**config.mk**
```make
export PLATFORM = sky130hd
export DESIGN_NAME = gcm_keysched
export DESIGN_NICKNAME = d
export VERILOG_FILES = /design/src/hw/rtl/gcm_pkg.sv /design/src/hw/rtl/gcm_keysched.sv
export SDC_FILE = /design/constraint.sdc
export NUM_CORES = 2
export LEC_CHECK = 0
export ABC_AREA = 1
export BUFFER_PORTS_ARGS = -buffer_cell sky130_fd_sc_hd__buf_4
export CORE_AREA = 2 2 425 427
export DETAILED_ROUTE_END_ITERATION = 8
export DIE_AREA = 0 0 427 429
export PLACE_DENSITY_LB_ADDON = 0.1
export SYNTH_ARGS = -nofsm -noshare
export SYNTH_HDL_FRONTEND = slang
export SYNTH_SLANG_ARGS = --single-unit
```
**constraint.sdc**
```tcl
create_clock -name clk_i -period 33.8 [get_ports clk_i]
set_input_delay 3.38 -clock clk_i [delete_from_list [all_inputs] [get_ports clk_i]]
set_output_delay 3.38 -clock clk_i [all_outputs]
set_load 0.005 [all_outputs]
```
**src/hw/rtl/gcm_pkg.sv**
```systemverilog
// Shared types, constants and functions for the AES-GCM encryptor.
// Holds the S-box, the AES round, the GHASH step and the command record.
// No dependencies.
`default_nettype none
package gcm_pkg;

  localparam int unsigned CFG_IDX_W = 3;
  localparam int unsigned CFG_DW    = 64;
  localparam int unsigned BLK_W     = 128;
  localparam int unsigned CNT_W     = 5;

  localparam logic [CFG_IDX_W-1:0] REG_KEY_WORD_0 = 3'd0;
  localparam logic [CFG_IDX_W-1:0] REG_KEY_WORD_3 = 3'd3;
  localparam logic [CFG_IDX_W-1:0] REG_IV_HIGH    = 3'd4;
  localparam logic [CFG_IDX_W-1:0] REG_IV_LOW     = 3'd5;

  localparam logic [CNT_W-1:0] FULL_BLOCK_BYTES = 5'd16;
  localparam logic [31:0]      J0_COUNTER       = 32'd1;
  localparam logic [7:0]       GF_POLY          = 8'hE1;

  typedef enum logic [3:0] {
    ST_WAIT_KEY,
    ST_HASH_KEY,
    ST_IDLE,
    ST_CTR_AES,
    ST_CT_OUT,
    ST_GH_DATA,
    ST_LEN_PREP,
    ST_GH_LEN,
    ST_TAG_AES,
    ST_TAG_OUT
  } back_state_e;

  typedef struct packed {
    logic             do_text;
    logic             do_aad;
    logic             last;
    logic [CNT_W-1:0] n;
    logic [127:0]     data;
    logic [95:0]      iv;
    logic [31:0]      ctr;
    logic [127:0]     len;
  } cmd_t;

  typedef struct packed {
    logic [127:0]     data;
    logic [CNT_W-1:0] bytes;
    logic             is_tag;
    logic             last;
  } res_t;

  localparam logic [7:0] SBOX [256] = '{
    8'h63,8'h7c,8'h77,8'h7b,8'hf2,8'h6b,8'h6f,8'hc5,8'h30,8'h01,8'h67,8'h2b,8'hfe,8'hd7,8'hab,8'h76,
    8'hca,8'h82,8'hc9,8'h7d,8'hfa,8'h59,8'h47,8'hf0,8'had,8'hd4,8'ha2,8'haf,8'h9c,8'ha4,8'h72,8'hc0,
    8'hb7,8'hfd,8'h93,8'h26,8'h36,8'h3f,8'hf7,8'hcc,8'h34,8'ha5,8'he5,8'hf1,8'h71,8'hd8,8'h31,8'h15,
    8'h04,8'hc7,8'h23,8'hc3,8'h18,8'h96,8'h05,8'h9a,8'h07,8'h12,8'h80,8'he2,8'heb,8'h27,8'hb2,8'h75,
    8'h09,8'h83,8'h2c,8'h1a,8'h1b,8'h6e,8'h5a,8'ha0,8'h52,8'h3b,8'hd6,8'hb3,8'h29,8'he3,8'h2f,8'h84,
    8'h53,8'hd1,8'h00,8'hed,8'h20,8'hfc,8'hb1,8'h5b,8'h6a,8'hcb,8'hbe,8'h39,8'h4a,8'h4c,8'h58,8'hcf,
    8'hd0,8'hef,8'haa,8'hfb,8'h43,8'h4d,8'h33,8'h85,8'h45,8'hf9,8'h02,8'h7f,8'h50,8'h3c,8'h9f,8'ha8,
    8'h51,8'ha3,8'h40,8'h8f,8'h92,8'h9d,8'h38,8'hf5,8'hbc,8'hb6,8'hda,8'h21,8'h10,8'hff,8'hf3,8'hd2,
    8'hcd,8'h0c,8'h13,8'hec,8'h5f,8'h97,8'h44,8'h17,8'hc4,8'ha7,8'h7e,8'h3d,8'h64,8'h5d,8'h19,8'h73,
    8'h60,8'h81,8'h4f,8'hdc,8'h22,8'h2a,8'h90,8'h88,8'h46,8'hee,8'hb8,8'h14,8'hde,8'h5e,8'h0b,8'hdb,
    8'he0,8'h32,8'h3a,8'h0a,8'h49,8'h06,8'h24,8'h5c,8'hc2,8'hd3,8'hac,8'h62,8'h91,8'h95,8'he4,8'h79,
    8'he7,8'hc8,8'h37,8'h6d,8'h8d,8'hd5,8'h4e,8'ha9,8'h6c,8'h56,8'hf4,8'hea,8'h65,8'h7a,8'hae,8'h08,
    8'hba,8'h78,8'h25,8'h2e,8'h1c,8'ha6,8'hb4,8'hc6,8'he8,8'hdd,8'h74,8'h1f,8'h4b,8'hbd,8'h8b,8'h8a,
    8'h70,8'h3e,8'hb5,8'h66,8'h48,8'h03,8'hf6,8'h0e,8'h61,8'h35,8'h57,8'hb9,8'h86,8'hc1,8'h1d,8'h9e,
    8'he1,8'hf8,8'h98,8'h11,8'h69,8'hd9,8'h8e,8'h94,8'h9b,8'h1e,8'h87,8'he9,8'hce,8'h55,8'h28,8'hdf,
    8'h8c,8'ha1,8'h89,8'h0d,8'hbf,8'he6,8'h42,8'h68,8'h41,8'h99,8'h2d,8'h0f,8'hb0,8'h54,8'hbb,8'h16
  };

  function automatic logic [7:0] xtime(input logic [7:0] b);
    return {b[6:0], 1'b0} ^ (b[7] ? 8'h1b : 8'h00);
  endfunction

  function automatic logic [31:0] sub_word(input logic [31:0] w);
    return {SBOX[w[31:24]], SBOX[w[23:16]], SBOX[w[15:8]], SBOX[w[7:0]]};
  endfunction

  function automatic logic [127:0] aes_round(input logic [127:0] s, input logic last_rnd);
    logic [7:0]   b [16];
    logic [7:0]   t [16];
    logic [7:0]   a0, a1, a2, a3, all;
    logic [127:0] o;
    for (int i = 0; i < 16; i++) b[i] = s[127-8*i -: 8];
    for (int c = 0; c < 4; c++)
      for (int i = 0; i < 4; i++) t[i+4*c] = SBOX[b[i+4*((c+i)&3)]];
    if (!last_rnd) begin
      for (int c = 0; c < 4; c++) begin
        a0 = t[4*c]; a1 = t[4*c+1]; a2 = t[4*c+2]; a3 = t[4*c+3];
        all = a0 ^ a1 ^ a2 ^ a3;
        t[4*c]   = a0 ^ all ^ xtime(a0 ^ a1);
        t[4*c+1] = a1 ^ all ^ xtime(a1 ^ a2);
        t[4*c+2] = a2 ^ all ^ xtime(a2 ^ a3);
        t[4*c+3] = a3 ^ all ^ xtime(a3 ^ a0);
      end
    end
    for (int i = 0; i < 16; i++) o[127-8*i -: 8] = t[i];
    return o;
  endfunction

  // eight bits of the GF(2^128) product, most significant first
  function automatic logic [255:0] gf_step8(input logic [127:0] z_in, input logic [127:0] v_in,
                                            input logic [7:0] a8);
    logic [127:0] z, v;
    logic         lsb;
    z = z_in;
    v = v_in;
    for (int k = 0; k < 8; k++) begin
      if (a8[7-k]) z = z ^ v;
      lsb = v[0];
      v = v >> 1;
      if (lsb) v[127:120] = v[127:120] ^ GF_POLY;
    end
    return {z, v};
  endfunction

  function automatic logic [127:0] lead_mask(input logic [CNT_W-1:0] n);
    return ~({128{1'b1}} >> {n, 3'b000});
  endfunction

endpackage
`default_nettype wire

```
**src/hw/rtl/gcm_keysched.sv**
```systemverilog
// Key register and sequential key expansion, one schedule word per cycle.
// Holds the round key table read by the back end. Depends on gcm_pkg.
`default_nettype none
module gcm_keysched #(
  parameter int unsigned KEY_BYTES = 32,
  localparam int unsigned NR       = KEY_BYTES / 4 + 6,
  localparam int unsigned RW       = $clog2(NR + 1)
) (
  input  logic                          clk_i,
  input  logic                          rst_ni,
  input  logic                          cfg_we_i,
  input  logic [gcm_pkg::CFG_IDX_W-1:0] cfg_idx_i,
  input  logic [gcm_pkg::CFG_DW-1:0]    cfg_wdata_i,
  input  logic [RW-1:0]                 rk_idx_i,
  output logic [127:0]                  rk_o,
  output logic                          ready_o
);
  import gcm_pkg::*;

  localparam int unsigned NK     = KEY_BYTES / 4;
  localparam int unsigned NWORDS = 4 * (NR + 1);
  localparam int unsigned IW     = $clog2(NWORDS);
  localparam int unsigned JW     = $clog2(NK);

  logic [63:0]   key_q [4];
  logic [31:0]   win_q [NK];
  logic [127:0]  rk_q  [NR+1];
  logic [IW-1:0] i_q;
  logic [JW-1:0] j_q;
  logic [7:0]    rcon_q;
  logic          busy_q;
  logic [31:0]   kw [8];
  logic [31:0]   t, w;
  logic          use_rcon;
  logic          key_wr;

  assign key_wr  = cfg_we_i && (cfg_idx_i <= REG_KEY_WORD_3);
  assign ready_o = !busy_q;
  assign rk_o    = rk_q[rk_idx_i];

  always_comb begin
    for (int k = 0; k < 4; k++) begin
      kw[2*k]   = key_q[k][63:32];
      kw[2*k+1] = key_q[k][31:0];
    end
    use_rcon = 1'b0;
    t = win_q[NK-1];
    if (i_q >= IW'(NK)) begin
      if (j_q == '0) begin
        t = sub_word({t[23:0], t[31:24]}) ^ {rcon_q, 24'd0};
        use_rcon = 1'b1;
      end else if (NK > 6 && j_q == JW'(4)) begin
        t = sub_word(t);
      end
      w = win_q[0] ^ t;
    end else begin
      w = kw[i_q[2:0]];
    end
  end

  always_ff @(posedge clk_i or negedge rst_ni) begin
    if (!rst_ni) begin
      for (int k = 0; k < 4; k++) key_q[k] <= '0;
      busy_q <= 1'b1;
      i_q    <= '0;
      j_q    <= '0;
      rcon_q <= 8'h01;
    end else if (key_wr) begin
      key_q[cfg_idx_i[1:0]] <= cfg_wdata_i;
      busy_q <= 1'b1;
      i_q    <= '0;
      j_q    <= '0;
      rcon_q <= 8'h01;
    end else if (busy_q) begin
      if (use_rcon) rcon_q <= xtime(rcon_q);
      j_q <= (j_q == JW'(NK - 1)) ? '0 : j_q + 1'b1;
      if (i_q == IW'(NWORDS - 1)) busy_q <= 1'b0;
      else i_q <= i_q + 1'b1;
    end
  end

  always_ff @(posedge clk_i) begin
    if (busy_q && !key_wr) begin
      for (int k = 0; k < NK - 1; k++) win_q[k] <= win_q[k+1];
      win_q[NK-1] <= w;
      if (i_q[1:0] == 2'd3) rk_q[RW'(i_q >> 2)] <= {win_q[NK-3], win_q[NK-2], win_q[NK-1], w};
    end
  end

endmodule
`default_nettype wire

```
==> key figures <==
Run status
  • Outcome: finished clean

Timing
  • Fmax: 86.3 MHz
  • Max-slew headroom: 3.50%
  • Setup TNS: 0 ns
  • Final Hold Vio Count: 0
  • Worst Skew: 0.0994 ns
  • Max Slew Vio Count: 0
  • Final setup violation count: 0
  • Tmin final: 11.59 ns
  • Fin crit share: 34.3%
  • Worst Max-Slew Pin Slew: 1.45 ns
  • RSZ-0062 raised after global routing: no

Synth
  • Synthesized area per cell: 11.0 sq um
  • Synth Area in Simple Gates: 14.6%
  • Sequential area share after synthesis: 67.9%
  • Mux share of post-synthesis cell area: 0%
  • Seq cells post-synth: 2450
  • Yosys top cell by area: edfxtp_1
  • Post-Synth XOR/XNOR Area: 0%
  • Post-Synthesis Cells: 9657
  • Synth Area in Compound Gates: 13.0%
  • Synth top area cells: edfxtp_1, dfrtp_1, nand2_1
  • Post-synth top flop: edfxtp_1
  • Mapped cell area: 0.106 sq mm
  • Largest family of logic cells by synthesized area: simple AND/OR/NAND/NOR gates
  • YS warnings: 0
  • Yosys cell types: 46
  • Post-synth top area share: 61.4%
  • Post-synthesis adder-cell area fraction: 0.717%
  • Syn Nets: 9792
  • Post-synth ARST share: 11.2%
  • Post-synth EDFFs: 2176

Pwr
  • P_sw: 3920 uW
  • Power per cell area: 86.2 mW/mm^2
  • Peak VDD IR: 0.0000637 V
  • Clock power frac: 25.4%
  • LEAKAGE: 0.0422 uW
  • Logic pwr share: 32.6%
  • Cell-internal power: 6160 uW
  • Sequential Power Share: 42.0%
  • Net Sw Frac: 38.9%

Floorplanning
  • Num ports: 203
  • Starting Density: 59.8%
  • Die Wd: 427 microns
  • Die height: 429 microns
  • Die area: 0.183 sq mm
  • Std cell rows: 155
  • Core area: 0.178 sq mm

Critical path
  • Crit-path max FO: 214
  • Arr. time, crit path: 8.21 ns
  • CP Capture Type: output port
  • CP Launch Type: input pin
  • Worst path required time: 30.42 ns
  • Worst reg2reg startpoint: busy_q$_DFF_PN1_
  • Kind of critical path: in2out
  • Register-to-Register Path Depth: 9
  • R2r setup slk: 28.62 ns
  • R2r endpoint: rk_q[13][118]$_DFFE_PP_

Global route
  • First-pass GRT wire length: 495000 microns
  • Vias in the first global route: 75600
  • All-Layer GR Usage: 36.4%
  • Congestion Overflow GR: 0
  • Initial antenna violation count: 10
  • Largest net degree at the start of global routing: 215

Detailed routing
  • Final WL: 340000 microns
  • 1st-pass router iterations: 8
  • Via/cell ratio: 6.58
  • Routed Antenna Nets: 0
  • DR vias: 79700
  • Routed length per instance: 28.1 microns
  • Iter 0 DRT Violations: 11000
  • Drt drc: 0

Final layout
  • Fill cells: 13500
  • Fin cells: 12100
  • Layout cell share with drive strength beyond 1: 7.83%
  • Area Growth Syn to Fin: 9.84%
  • # nets final: 9683
  • Final Core Density: 65.6%

Placed design
  • Post-DP HPWL: 191000 microns
  • Port Buffers: 202
  • Routability cong.: 1.00
  • Placed cells: 11700

Hold path
  • Hold path startpoint: win_q[0][78]$_DFFE_PN_
  • WHS Endpoint: win_q[0][46]$_DFFE_PN_
  • Tightest Hold Check Type: reg2reg
  • Hold-critical path depth: 0

Run
  • Max-cap violations: 0

CTS
  • Post-CTS setup buffer count: 0
  • Hold_buf cts: 0
  • CTS root buf: clkbuf_16
  • # resized after CTS: 0
  • Clk buf depth: 3
  • H-Tree Depth: 4
  • Clk pin slew, worst setup/hold paths: 0.07 ns
  • Num CTS Buffers: 231
  • Clk sinks: 2450
  • CTS tree: built
  • Worst-skew pair later-pin latency: 0.92 ns
==> state kept, by name, indices dropped and copies added, names as in the netlist <==
name and flops:
rk_q 1920, key_q 256, win_q 256, rcon_q 8, i_q 6, j_q 3, busy_q 1
==> worst max-delay path, stage by stage <==
cell     delay, ns
buf_8         0.30
inv_8         0.58
buf_12        0.63
buf_4         0.82
buf_4         0.97
nand2_1       0.15
a221o_1       0.39
o21ai_0       0.08
nand2_1       0.09
o21ai_0       0.30
buf_4         0.23
==> area by class of cell <==
type / instances / area (sq um) / share of cell area (%)
repair buffers: 354 / 2770 / 2.37
multi-input cells: 6248 / 30400 / 26.0
well taps: 2355 / 2950 / 2.52
flip-flops and latches: 2450 / 72200 / 61.8
clock inverters: 130 / 1380 / 1.18
diodes: 6 / 15.0 / 0.0128
clock buffers: 296 / 6150 / 5.26
inverters: 263 / 1030 / 0.878
==> Yosys cell counts, types with 11 or more instances <==
library cell and instances:
o211ai_1 122, buf_2 168, nand4_1 37, o21ai_1 21, nand3_1 991, edfxtp_1 2176
nand2_2 17, a2bb2oi_1 35, a21oi_1 521, ha_1 61, nand2_1 1757, clkbuf_1 427
clkinv_1 11, inv_1 236, o221ai_1 117, nor2_1 945, a221o_1 40, buf_4 26
o21a_1 14, o22ai_1 241, buf_1 64, dfrtp_1 272, a221oi_1 50, a32oi_1 25
o21ai_0 1201, a31oi_1 20, inv_2 12
==> placed cells by master, fill, tap and decap left out, types with 5 or more instances in the layout <==
cell type   count
clkinv_1       55
a221o_1        40
nand2_1      1755
o21a_1         14
nor2_1        930
buf_4         343
a31oi_1        20
o21ai_1        19
dfrtp_1       270
a2bb2oi_1      35
o22ai_1       241
o211ai_1      122
a221oi_1       50
a21oi_1       521
nor2_4         13
a32oi_1        25
bufinv_16      17
clkinv_16      10
inv_2          13
clkbuf_8       10
diode_2         6
clkinvlp_4      7
buf_12          6
clkinv_2       38
nand3_1       989
nor2_2          7
nand4_1        37
clkbuf_1       54
o21ai_0      1201
ha_1           61
inv_1         232
clkinv_4        5
edfxtp_1     2176
clkbuf_16     232
nand2_2        17
o221ai_1      117
==> power groups by stage <==
stage	clock [uW]	sequential, uW	combinational (uW)
after CTS	2580	4220	3170
after global routing	2700	4250	3490
after floorplan	0	4210	1910
after global placement	0	4270	3170
final	2560	4230	3280
after detailed placement	0	4280	3160
==> layer usage <==
layer | part of all wire (%) | up-vias | GRT usage (%) | routed length, microns
met2 | 46 | 4708 | 56.0 | 157000
met3 | 9.9 | 853 | 6.42 | 33600
met1 | 39 | 39300 | 51.3 | 133000
met5 | 0.015 | - | 0 | 52
met4 | 4.6 | 8 | 16.0 | 15800
li1 | - | 34800 | - | -
==> how the worst max path moves through the flow <==
stage	from	end	slack, ns
floorplan	cfg_we_i	rk_q[12][0]$_DFFE_PP_	5.45
CTS	rk_idx_i[0]	rk_o[17]	22.10
global route	rk_idx_i[0]	rk_o[17]	21.82
global placement	rk_idx_i[0]	rk_o[17]	22.21
finish	rk_idx_i[0]	rk_o[17]	22.21
detailed placement	rk_idx_i[0]	rk_o[17]	22.10
==> stage by stage <==
| stage | area [sq um] | worst slack (ns) | power [uW] | hold slack, ns |
|---|---|---|---|---|
| 2_1_floorplan | 106000 | 5.45 | 6130 | 0.400 |
| 3_3_place_gp | 109000 | 22.21 | 7440 | 0.400 |
| 3_5_place_dp | 109000 | 22.10 | 7440 | 0.405 |
| 4_1_cts | 117000 | 22.10 | 9970 | 0.368 |
| 5_1_grt | 117000 | 21.82 | 10400 | 0.366 |
| 6_report | 117000 | 22.21 | 10100 | 0.358 |
==> cell families after synthesis <==
group                    after synthesis
AO/OA/AOI/OAI                       2420
flip-flops                          2450
adder cells (fa/ha/maj)               61
buffers and inverters                959
AND/OR/NAND/NOR                     3767
(Power assumes the default switching activity.)
