[src/hw/rtl/gcm_pkg.sv]
// Shared types, constants and functions for the AES-GCM encryptor.
// Holds the S-box, the AES round, the GHASH step and the command record.
// No dependencies.
`default_nettype none
package gcm_pkg;

  localparam int unsigned CFG_IDX_W = 3;
  localparam int unsigned CFG_DW    = 64;
  localparam int unsigned BLK_W     = 128;
  localparam int unsigned CNT_W     = 5;

  localparam logic [CFG_IDX_W-1:0] REG_KEY_WORD_0 = 3'd0;
  localparam logic [CFG_IDX_W-1:0] REG_KEY_WORD_3 = 3'd3;
  localparam logic [CFG_IDX_W-1:0] REG_IV_HIGH    = 3'd4;
  localparam logic [CFG_IDX_W-1:0] REG_IV_LOW     = 3'd5;

  localparam logic [CNT_W-1:0] FULL_BLOCK_BYTES = 5'd16;
  localparam logic [31:0]      J0_COUNTER       = 32'd1;
  localparam logic [7:0]       GF_POLY          = 8'hE1;

  typedef enum logic [3:0] {
    ST_WAIT_KEY,
    ST_HASH_KEY,
    ST_IDLE,
    ST_CTR_AES,
    ST_CT_OUT,
    ST_GH_DATA,
    ST_LEN_PREP,
    ST_GH_LEN,
    ST_TAG_AES,
    ST_TAG_OUT
  } back_state_e;

  typedef struct packed {
    logic             do_text;
    logic             do_aad;
    logic             last;
    logic [CNT_W-1:0] n;
    logic [127:0]     data;
    logic [95:0]      iv;
    logic [31:0]      ctr;
    logic [127:0]     len;
  } cmd_t;

  typedef struct packed {
    logic [127:0]     data;
    logic [CNT_W-1:0] bytes;
    logic             is_tag;
    logic             last;
  } res_t;

  localparam logic [7:0] SBOX [256] = '{
    8'h63,8'h7c,8'h77,8'h7b,8'hf2,8'h6b,8'h6f,8'hc5,8'h30,8'h01,8'h67,8'h2b,8'hfe,8'hd7,8'hab,8'h76,
    8'hca,8'h82,8'hc9,8'h7d,8'hfa,8'h59,8'h47,8'hf0,8'had,8'hd4,8'ha2,8'haf,8'h9c,8'ha4,8'h72,8'hc0,
    8'hb7,8'hfd,8'h93,8'h26,8'h36,8'h3f,8'hf7,8'hcc,8'h34,8'ha5,8'he5,8'hf1,8'h71,8'hd8,8'h31,8'h15,
    8'h04,8'hc7,8'h23,8'hc3,8'h18,8'h96,8'h05,8'h9a,8'h07,8'h12,8'h80,8'he2,8'heb,8'h27,8'hb2,8'h75,
    8'h09,8'h83,8'h2c,8'h1a,8'h1b,8'h6e,8'h5a,8'ha0,8'h52,8'h3b,8'hd6,8'hb3,8'h29,8'he3,8'h2f,8'h84,
    8'h53,8'hd1,8'h00,8'hed,8'h20,8'hfc,8'hb1,8'h5b,8'h6a,8'hcb,8'hbe,8'h39,8'h4a,8'h4c,8'h58,8'hcf,
    8'hd0,8'hef,8'haa,8'hfb,8'h43,8'h4d,8'h33,8'h85,8'h45,8'hf9,8'h02,8'h7f,8'h50,8'h3c,8'h9f,8'ha8,
    8'h51,8'ha3,8'h40,8'h8f,8'h92,8'h9d,8'h38,8'hf5,8'hbc,8'hb6,8'hda,8'h21,8'h10,8'hff,8'hf3,8'hd2,
    8'hcd,8'h0c,8'h13,8'hec,8'h5f,8'h97,8'h44,8'h17,8'hc4,8'ha7,8'h7e,8'h3d,8'h64,8'h5d,8'h19,8'h73,
    8'h60,8'h81,8'h4f,8'hdc,8'h22,8'h2a,8'h90,8'h88,8'h46,8'hee,8'hb8,8'h14,8'hde,8'h5e,8'h0b,8'hdb,
    8'he0,8'h32,8'h3a,8'h0a,8'h49,8'h06,8'h24,8'h5c,8'hc2,8'hd3,8'hac,8'h62,8'h91,8'h95,8'he4,8'h79,
    8'he7,8'hc8,8'h37,8'h6d,8'h8d,8'hd5,8'h4e,8'ha9,8'h6c,8'h56,8'hf4,8'hea,8'h65,8'h7a,8'hae,8'h08,
    8'hba,8'h78,8'h25,8'h2e,8'h1c,8'ha6,8'hb4,8'hc6,8'he8,8'hdd,8'h74,8'h1f,8'h4b,8'hbd,8'h8b,8'h8a,
    8'h70,8'h3e,8'hb5,8'h66,8'h48,8'h03,8'hf6,8'h0e,8'h61,8'h35,8'h57,8'hb9,8'h86,8'hc1,8'h1d,8'h9e,
    8'he1,8'hf8,8'h98,8'h11,8'h69,8'hd9,8'h8e,8'h94,8'h9b,8'h1e,8'h87,8'he9,8'hce,8'h55,8'h28,8'hdf,
    8'h8c,8'ha1,8'h89,8'h0d,8'hbf,8'he6,8'h42,8'h68,8'h41,8'h99,8'h2d,8'h0f,8'hb0,8'h54,8'hbb,8'h16
  };

  function automatic logic [7:0] xtime(input logic [7:0] b);
    return {b[6:0], 1'b0} ^ (b[7] ? 8'h1b : 8'h00);
  endfunction

  function automatic logic [31:0] sub_word(input logic [31:0] w);
    return {SBOX[w[31:24]], SBOX[w[23:16]], SBOX[w[15:8]], SBOX[w[7:0]]};
  endfunction

  function automatic logic [127:0] aes_round(input logic [127:0] s, input logic last_rnd);
    logic [7:0]   b [16];
    logic [7:0]   t [16];
    logic [7:0]   a0, a1, a2, a3, all;
    logic [127:0] o;
    for (int i = 0; i < 16; i++) b[i] = s[127-8*i -: 8];
    for (int c = 0; c < 4; c++)
      for (int i = 0; i < 4; i++) t[i+4*c] = SBOX[b[i+4*((c+i)&3)]];
    if (!last_rnd) begin
      for (int c = 0; c < 4; c++) begin
        a0 = t[4*c]; a1 = t[4*c+1]; a2 = t[4*c+2]; a3 = t[4*c+3];
        all = a0 ^ a1 ^ a2 ^ a3;
        t[4*c]   = a0 ^ all ^ xtime(a0 ^ a1);
        t[4*c+1] = a1 ^ all ^ xtime(a1 ^ a2);
        t[4*c+2] = a2 ^ all ^ xtime(a2 ^ a3);
        t[4*c+3] = a3 ^ all ^ xtime(a3 ^ a0);
      end
    end
    for (int i = 0; i < 16; i++) o[127-8*i -: 8] = t[i];
    return o;
  endfunction

  // eight bits of the GF(2^128) product, most significant first
  function automatic logic [255:0] gf_step8(input logic [127:0] z_in, input logic [127:0] v_in,
                                            input logic [7:0] a8);
    logic [127:0] z, v;
    logic         lsb;
    z = z_in;
    v = v_in;
    for (int k = 0; k < 8; k++) begin
      if (a8[7-k]) z = z ^ v;
      lsb = v[0];
      v = v >> 1;
      if (lsb) v[127:120] = v[127:120] ^ GF_POLY;
    end
    return {z, v};
  endfunction

  function automatic logic [127:0] lead_mask(input logic [CNT_W-1:0] n);
    return ~({128{1'b1}} >> {n, 3'b000});
  endfunction

endpackage
`default_nettype wire

[src/hw/rtl/gcm_queue.sv]
// Short command queue between the front and back ends.
// Depends on gcm_pkg for the command record.
`default_nettype none
module gcm_queue #(
  parameter int unsigned DEPTH = 2
) (
  input  logic          clk_i,
  input  logic          rst_ni,
  input  logic          push_i,
  input  gcm_pkg::cmd_t cmd_i,
  output logic          full_o,
  input  logic          pop_i,
  output logic          valid_o,
  output gcm_pkg::cmd_t head_o
);
  import gcm_pkg::*;

  localparam int unsigned PW = (DEPTH > 1) ? $clog2(DEPTH) : 1;
  localparam int unsigned CW = $clog2(DEPTH + 1);

  cmd_t          mem_q [DEPTH];
  logic [PW-1:0] wr_q, wr_d, rd_q, rd_d;
  logic [CW-1:0] cnt_q, cnt_d;
  logic          do_push, do_pop;

  assign full_o  = (cnt_q == CW'(DEPTH));
  assign valid_o = (cnt_q != '0);
  assign head_o  = mem_q[rd_q];
  assign do_push = push_i && !full_o;
  assign do_pop  = pop_i && valid_o;

  always_comb begin
    wr_d  = wr_q;
    rd_d  = rd_q;
    cnt_d = cnt_q;
    if (do_push) wr_d = (wr_q == PW'(DEPTH - 1)) ? '0 : wr_q + 1'b1;
    if (do_pop)  rd_d = (rd_q == PW'(DEPTH - 1)) ? '0 : rd_q + 1'b1;
    if (do_push && !do_pop) cnt_d = cnt_q + 1'b1;
    else if (!do_push && do_pop) cnt_d = cnt_q - 1'b1;
  end

  always_ff @(posedge clk_i or negedge rst_ni) begin
    if (!rst_ni) begin
      wr_q  <= '0;
      rd_q  <= '0;
      cnt_q <= '0;
    end else begin
      wr_q  <= wr_d;
      rd_q  <= rd_d;
      cnt_q <= cnt_d;
    end
  end

  always_ff @(posedge clk_i) begin
    if (do_push) mem_q[wr_q] <= cmd_i;
  end

endmodule
`default_nettype wire

[config.mk]
export PLATFORM = sky130hd
export DESIGN_NAME = gcm_queue
export DESIGN_NICKNAME = d
export VERILOG_FILES = /design/src/hw/rtl/gcm_pkg.sv /design/src/hw/rtl/gcm_queue.sv
export SDC_FILE = /design/constraint.sdc
export NUM_CORES = 1
export LEC_CHECK = 0
export ABC_AREA = 0
export BUFFER_PORTS_ARGS = -buffer_cell sky130_fd_sc_hd__buf_2
export CORE_AREA = 3 3 304 306
export CTS_CLUSTER_DIAMETER = 100
export CTS_CLUSTER_SIZE = 25
export DETAILED_ROUTE_END_ITERATION = 10
export DIE_AREA = 0 0 307 309
export PLACE_DENSITY_LB_ADDON = 0.05
export SLEW_MARGIN = 20
export SYNTH_ARGS = -nofsm -noshare
export SYNTH_HDL_FRONTEND = slang
export SYNTH_SLANG_ARGS = --single-unit
[constraint.sdc]
create_clock -name clk_i -period 26 [get_ports clk_i]
set_input_delay 5.2 -clock clk_i [delete_from_list [all_inputs] [get_ports clk_i]]
set_output_delay 5.2 -clock clk_i [all_outputs]
set_load 0.01 [all_outputs]
==> reports/qor.csv, run 1 <==
stage;metric;value;unit
synth;post-synthesis sequential area ratio;78.59;%
setup_path;CP required;20.80;ns
timing;period utilization;35.41;%
floorplanning;Die Wd;307;microns
clock_tree;CTS tree;built;
setup_path;crit end category;primary output;
timing;Slew Limit Fails;0;
global_routing;gr ovfl total;0;
synth;Post-Synthesis Cells;1239;
global_routing;first-pass GRT wire length;107000;microns
global_routing;Total Routing Usage GR;15.62;%
power;clock group share of total power;17.3;%
finish;commonest non-fill, non-tap cell in the layout;buf_2;
clock_tree;CTS Buf Count;38;
floorplanning;I/O pins;790;
synth;flops & latches, synth;788;
timing;Peak Freq;108.6;MHz
finish;most frequent cells in the layout;buf_2 (789), edfxtp_1 (784), mux2_4 (370), clkbuf_16 (41), mux2_2 (22);
finish;FF+latch area;0.02365;sq mm
floorplanning;die area;0.09486;sq mm
timing;Clock Skews;0.02646;ns
placed_design;gp weighted congestion;0.7642;
timing;Setup TNS;0;ns
drt;via/cell ratio;4.463;
setup_path;Slowest cell on crit path;dfrtp_4;
setup_path;crit path DAT;4.01;ns
worst_hold_path;worst min-delay path class;register to register;
finish;design area;0.03635;sq mm
power;Pwr per Cell Area;108.9;mW/mm^2
drt;Iteration-0 DRC Markers;837;
drt;Routed WL per cell;23.96;microns
clock_tree;CTS Buffer Depth;3;
floorplanning;Rows;110;
synth;Netlist cell types;17;
clock_tree;CTS clock-pin slew for the worst setup and hold paths;0.09;ns
floorplanning;Die Height;309;microns
global_routing;number of global-route vias before repair;15480;
synth;syn_nets;1636;
timing;hold slack;0.4924;ns
power;Peak supply drop;0.1274;mV
placed_design;hpwl dp;55290;microns
global_routing;largest net degree at the start of global routing;164;
finish;synth-to-layout area growth;20.81;%
clock_tree;Post-CTS Resized;0;
finish;layout cells sized above 1;60.66;%
setup_path;CP Launch Type;register;
timing;Worst Tran Pin Value;1.165;ns
drt;DR pass1 iterations;4;
timing;RSZ-0062 raised after global routing;false;
floorplanning;core area;0.08987;sq mm
synth;Yosys warning count;0;
flow_run;Max-cap violations;0;
finish;fillcell total;8212;
drt;DRT antenna net count;0;
timing;Hold Vio Cnt, Final;0;
timing;count of final setup violators;0;
setup_path;slowest cell delay on critical path;1.12;ns
drt;Via Count;14520;
clock_tree;H-tree depth;2;
drt;remaining routing DRC violations;0;
finish;fin cells;3253;
power;switching power;1239;uW
power;Gate power share;36.8;%
global_routing;initial antenna violation count;69;
finish;nets@finish;2434;
clock_tree;worst-skew pair later-pin latency;0.59;ns
setup_path;Crit Path Max Fanout;60;
synth;synthesized area;0.03009;sq mm
placed_design;Port Buffers;789;
setup_path;Setup CP Type;register to primary output;
clock_tree;Sink Count;788;
clock_tree;# Post-CTS Setup Buffers;0;
timing;normalized max-slew margin;22.35;%
setup_path;crit-path cells;buf_4, buf_6, mux2_4, buf_2;
placed_design;placed insts;3172;
timing;setup ws final;16.79;ns
timing;crit path time final;9.207;ns
power;sequential power share;46.0;%
power;Switching Share;31.30;%
power;Internal;2720;uW
floorplanning;initial core utilization;33.47;%
power;Leak;0.01424;uW
clock_tree;Root Buffer;clkbuf_16;
placed_design;Placement Cell Area;0.03512;sq mm
synth;Avg Inst Size Synth;24.28;sq um
finish;area of the multi-input gates;0.005906;sq mm
outcome;outcome;finished, final reports clean;
placed_design;Placement Setup Slack;16.92;ns
clock_tree;cts hold-fix bufs;0;
drt;WL final;77930;microns
[state kept, by name, summed over array words and instances, names as in the netlist]
name	flops
rd_q	1
mem_q	784
cnt_q	2
wr_q	1
[final timing paths]
check                          from       endpoint  slack, ns  depth (start not counted)
min reg2reg                cnt_q[1]       cnt_q[1]       0.49                          1
min in group asynchronous    rst_ni           wr_q       4.40                          1
max                            rd_q    head_o[127]      16.79                          4
min                        cnt_q[1]       cnt_q[1]       0.49                          1
max reg2reg                cnt_q[0]  mem_q[1][131]      21.86                          5
max in group asynchronous    rst_ni           rd_q      21.44                          1
[power groups by stage]
stage / sequential (uW) / combinational, uW / clock [uW]
5_1_grt: 1850 / 1550 / 762
6_report: 1820 / 1460 / 684
3_5_place_dp: 1860 / 1490 / 0
3_3_place_gp: 1840 / 1500 / 0
4_1_cts: 1830 / 1500 / 722
2_1_floorplan: 1990 / 994 / 0
[metal layers]
layer	vias to the layer above	track usage (%)	share of wire, %
li1	6528	-	-
met2	528	28.46	53
met5	-	0	0.43
met3	169	7.750	11
met4	54	5.575	3.1
met1	7239	15.27	33
[logic make-up (layout without fill, tap and decap cells)]
logic type | count (synthesis) | in the layout | synth area share (%)
other | 0 | 28 | 0
adders and majority gates | 1 | 1 | 0.04158
muxes | 392 | 392 | 19.29
DFF | 788 | 788 | 78.59
xor gates and xnor gates | 5 | 5 | 0.1456
and+or+nand+nor | 7 | 7 | 0.1123
buffers and inverters | 46 | 856 | 1.826
[cells in the mapped netlist (all sizes together)]
master / instances / share of area, %
and3: 1 / 0.021
buf: 44 / 1.8
dfrtp: 4 / 0.33
edfxtp: 784 / 78
ha: 1 / 0.042
inv: 2 / 0.025
mux2: 392 / 19
nand2: 2 / 0.025
nand2b: 1 / 0.021
nor2: 2 / 0.025
or2: 1 / 0.021
xnor2: 3 / 0.087
xor2: 2 / 0.058
[layout make-up]
cell class / instances / share of cell area [%]
clock inverters: 5 / 0.1893
clock buffers: 47 / 2.885
well taps: 1176 / 4.048
repair buffers: 802 / 11.36
inverters: 2 / 0.02065
multi-input cells: 405 / 16.25
flip-flops and latches: 788 / 65.06
diodes: 28 / 0.1928
[worst max-delay path, delay by kind of cell, from the launching register on]
kind | cells | cell delay (ns)
mux | 1 | 0.39
flops | 1 | 1.12
buf+inv | 3 | 1.80
[per-stage QoR]
stage,utilization (%),power (uW)
3_3_place_gp,39.08,3340
3_5_place_dp,39.08,3346
5_1_grt,40.41,4159
6_report,40.44,3959
4_1_cts,40.32,4043
2_1_floorplan,-,2982
(Power assumes the default switching activity.)
==> inputs of run 2 (changes only) <==
Settings changed: ABC_AREA 0 to 1, CORE_AREA 3 3 304 306 to 3 3 307 309, DIE_AREA 0 0 307 309 to 0 0 310 312.
Clock period 26 ns to 7.52 ns, I/O delays scaled along.
==> run 2 against run 1 <==
Compared with the run above:
- synthesized cell count rose by 68%
- critical path depth rose by 1
- die area rose by 2.0%
- sequential share of layout area rose by 2.3 points
- via count rose by 22%
- final cell count rose by 25%
- clock skew fell by 0.0098 ns
- count of clock-buffer cells in the layout rose by 1
- total power rose to 3.4 times the previous value
- global-route usage rose by 1.2 points
- first-iteration DRC count rose by 16%
- hold slack got worse by 0.0015 ns
- largest power group unchanged
- highest routed layer unchanged
==> reports/qor.csv, run 2 <==
stage;metric;value;unit;change
timing;Hold Vio Cnt, Final;0;;unchanged
timing;Slew Limit Fails;0;;unchanged
clock_tree;Root Buffer;clkbuf_16;;
clock_tree;cts hold-fix bufs;0;;unchanged
synth;largest cells by area after synthesis;edfxtp_1 (81%), nand2_1 (15%), buf_6 (1.7%);;
global_routing;first-pass GRT wire length;119300;microns;+11%
synth;Avg Inst Size Synth;13.91;sq um;-43%
power;Pwr per Cell Area;382.7;mW/mm^2;+250%
placed_design;gp weighted congestion;0.7809;;+2.2%
placed_design;placed insts;3979;;+25%
power;Leak;0.01474;uW;+3.5%
synth;Post-synth ARST share;0.5076;%;unchanged
setup_path;crit-path leading delay family;buffers and inverters;;
global_routing;initial antenna violation count;63;;-8.7%
setup_path;CP required;6.02;ns;-14.78 ns
timing;Worst Tran Pin Value;1.267;ns;+0.1026 ns
floorplanning;core area;0.09166;sq mm;+2.0%
timing;period utilization;68.21;%;
worst_hold_path;worst min-delay path class;register to register;;
synth;flops & latches, synth;788;;unchanged
worst_hold_path;hold path start;wr_q;;
floorplanning;Die Height;312;microns;+0.97%
synth;post-synthesis sequential area ratio;81.77;%;+3.2 points
clock_tree;CTS Buf Count;39;;+2.6%
clock_tree;H-tree depth;2;;unchanged
global_routing;Total Routing Usage GR;16.86;%;+1.2 points
setup_path;Crit. path cell count;5;;+1
finish;commonest non-fill, non-tap cell in the layout;nand2_1;;
finish;top flop regs;mem_q: 784 flops, cnt_q: 2 flops;;
power;Peak supply drop;0.3562;mV;+180%
placed_design;Port Buffers;789;;unchanged
drt;Iteration-0 DRC Markers;975;;+16%
finish;post-layout util;38.32;%;-2.1 points
worst_hold_path;Worst Hold End;wr_q;;
synth;EDFF count, synth;784;;unchanged
clock_tree;Post-CTS Resized;0;;unchanged
synth;Yosys warning count;0;;unchanged
clock_tree;CTS Buffer Depth;3;;unchanged
global_routing;largest net degree at the start of global routing;185;;+13%
synth;post-synth top area share;81.42;%;+3.2 points
synth;syn_nets;2476;;+51%
placed_design;Placement Setup Slack;3.103;ns;-13.82 ns
synth;predominant post-synthesis flop cell;edfxtp_1;;
timing;setup ws final;2.390;ns;-14.40 ns
synth;multiplexer area fraction after synthesis;0;%;-19 points
finish;nets@finish;3232;;+33%
clock_tree;# Post-CTS Setup Buffers;0;;unchanged
global_routing;number of global-route vias before repair;17630;;+14%
worst_hold_path;worst hold stages;2;;+1
synth;most frequent cell after synthesis;nand2_1;;
setup_path;Critical R2R Capture;rd_q;;
placed_design;hpwl dp;57580;microns;+4.2%
setup_path;crit end category;primary output;;
timing;RSZ-0062 raised after global routing;false;;
drt;DRT antenna net count;0;;unchanged
synth;Post-Synth Adder-Cell Area;0.04327;%;+0.0017 points
floorplanning;I/O pins;790;;unchanged
synth;Synth Area in Compound Gates;0.01731;%;+0.017 points
clock_tree;Sink Count;788;;unchanged
timing;count of final setup violators;0;;unchanged
drt;DR pass1 iterations;4;;unchanged
synth;Post-Synthesis Cells;2079;;+68%
floorplanning;Die Wd;310;microns;+0.98%
timing;hold slack;0.4909;ns;-0.001542 ns
setup_path;r2r setup slk;4.43;ns;-17.43 ns
flow_run;Max-cap violations;0;;unchanged
setup_path;Crit Path Max Fanout;184;;+210%
setup_path;crit-path cells;clkinv_8, buf_12, nand2_1, nand2_1, buf_2;;
finish;max FFs per register;784;;unchanged
synth;Post-Synth XOR/XNOR Area;0.03029;%;-0.12 points
synth;top cells by count, synth;nand2_1 (1187), edfxtp_1 (784), buf_6 (43);;
floorplanning;Rows;111;;+0.91%
finish;layout cells sized above 1;30.12;%;-31 points
floorplanning;die area;0.09672;sq mm;+2.0%
synth;Netlist cell types;14;;-3
setup_path;most used cell, CP;nand2_1;;
setup_path;Reg2Reg Launch Point;rd_q;;
timing;Clock Skews;0.01665;ns;-0.009813 ns
setup_path;R2R cell count;4;;-1
setup_path;CP Launch Type;register;;
setup_path;start point of the critical path;rd_q;;
drt;Routed WL per cell;21.00;microns;-12%
power;power after layout;13440;uW;+240%
synth;synthesized area;0.02891;sq mm;-3.9%
timing;Peak Freq;194.9;MHz;
clock_tree;worst-skew pair later-pin latency;0.59;ns;about the same
timing;normalized max-slew margin;15.51;%;-6.8 points
drt;Via Count;17770;;+22%
global_routing;gr ovfl total;0;;unchanged
synth;largest family of logic cells by synthesized area;simple AND/OR/NAND/NOR gates;;
outcome;outcome;finished, final reports clean;;
finish;synth-to-layout area growth;21.49;%;
setup_path;slowest cell delay on critical path;0.86;ns;-0.26 ns
setup_path;crit path DAT;3.63;ns;-0.38 ns
finish;largest reg by FF count;mem_q;;
drt;remaining routing DRC violations;0;;unchanged
setup_path;Slowest cell on crit path;dfrtp_4;;
finish;most frequent cells in the layout;nand2_1 (1186), buf_2 (789), edfxtp_1 (784), clkbuf_16 (41), clkbuf_1 (7);;
finish;fin cells;4068;;+25%
clock_tree;CTS tree;built;;
clock_tree;CTS clock-pin slew for the worst setup and hold paths;0.10;ns;about the same
timing;crit path time final;5.130;ns;
setup_path;Setup CP Type;register to primary output;;
drt;WL final;85410;microns;+9.6%
synth;Post-Synth Simple-Gate Area;15.50;%;+15 points
drt;via/cell ratio;4.368;;-2.1%
floorplanning;initial core utilization;31.54;%;-1.9 points
synth;top cell type by total area after synthesis;edfxtp_1;;
setup_path;CP bufs+invs;3;;unchanged
## run 2: cell count changes in the layout (fill, tap and decap cells not counted), sizes merged, moves of 2 or more
cell,before,now
clkinv,1,4
diode,28,30
inv,4,10
mux2,392,0
nand2,2,1187
nand3,0,2
xnor2,3,1
xor2,2,0
## run 2: worst reg2reg max path, delay by kind of cell (launching register included)
kind                   cells  cell delay (ns)
buffers and inverters      2             1.49
flip-flops                 1             0.86
AND/OR/NAND/NOR            2             0.62
## run 2: layer usage
layer	track usage [%]	vias to the layer above	routed length [microns]
met5	0	-	247
met3	5.889	148	7172
met2	30.82	536	45120
met4	5.859	34	2579
met1	17.83	8510	30290
li1	-	8539	-
## run 2: worst max-delay path by stage
stage	endpoint	slack, ns
after CTS	head_o[329]	2.41
after detailed placement	head_o[329]	3.10
after global placement	head_o[329]	3.13
after global routing	head_o[279]	2.14
after floorplan	mem_q[0][0]	-0.41
final	head_o[295]	2.39
## run 2: metrics by stage
stage	instance area (sq um)	TNS [ns]
after global placement	33840	0
after floorplan	28960	-257.27
final	35130	0
after detailed placement	33840	0
after global routing	35090	0
after CTS	35020	0
## run 2: cells by family (layout without fill, tap and decap cells)
group,count (synthesis),count (layout)
adder cells (fa/ha/maj),1,1
AND/OR/NAND/NOR,1193,1193
other,0,30
buffers and inverters,95,868
AO/OA/AOI/OAI,1,1
XOR/XNOR,1,1
flip-flops,788,788
## run 2: area by class of cell
class	count	area, sq um
clock buffer	48	1052
inverter	8	58.81
clock inverter	10	127.6
sequential	788	23650
timing repair buffer	802	4145
fill	8926	56540
tap	1186	1484
antenna	30	75.07
multi-input combinational	1196	4538
## run 2: power breakdown
part	internal, uW	switching (uW)
sequential	5980	246
clock	1080	1380
combinational	1380	3370
total	8450	4990
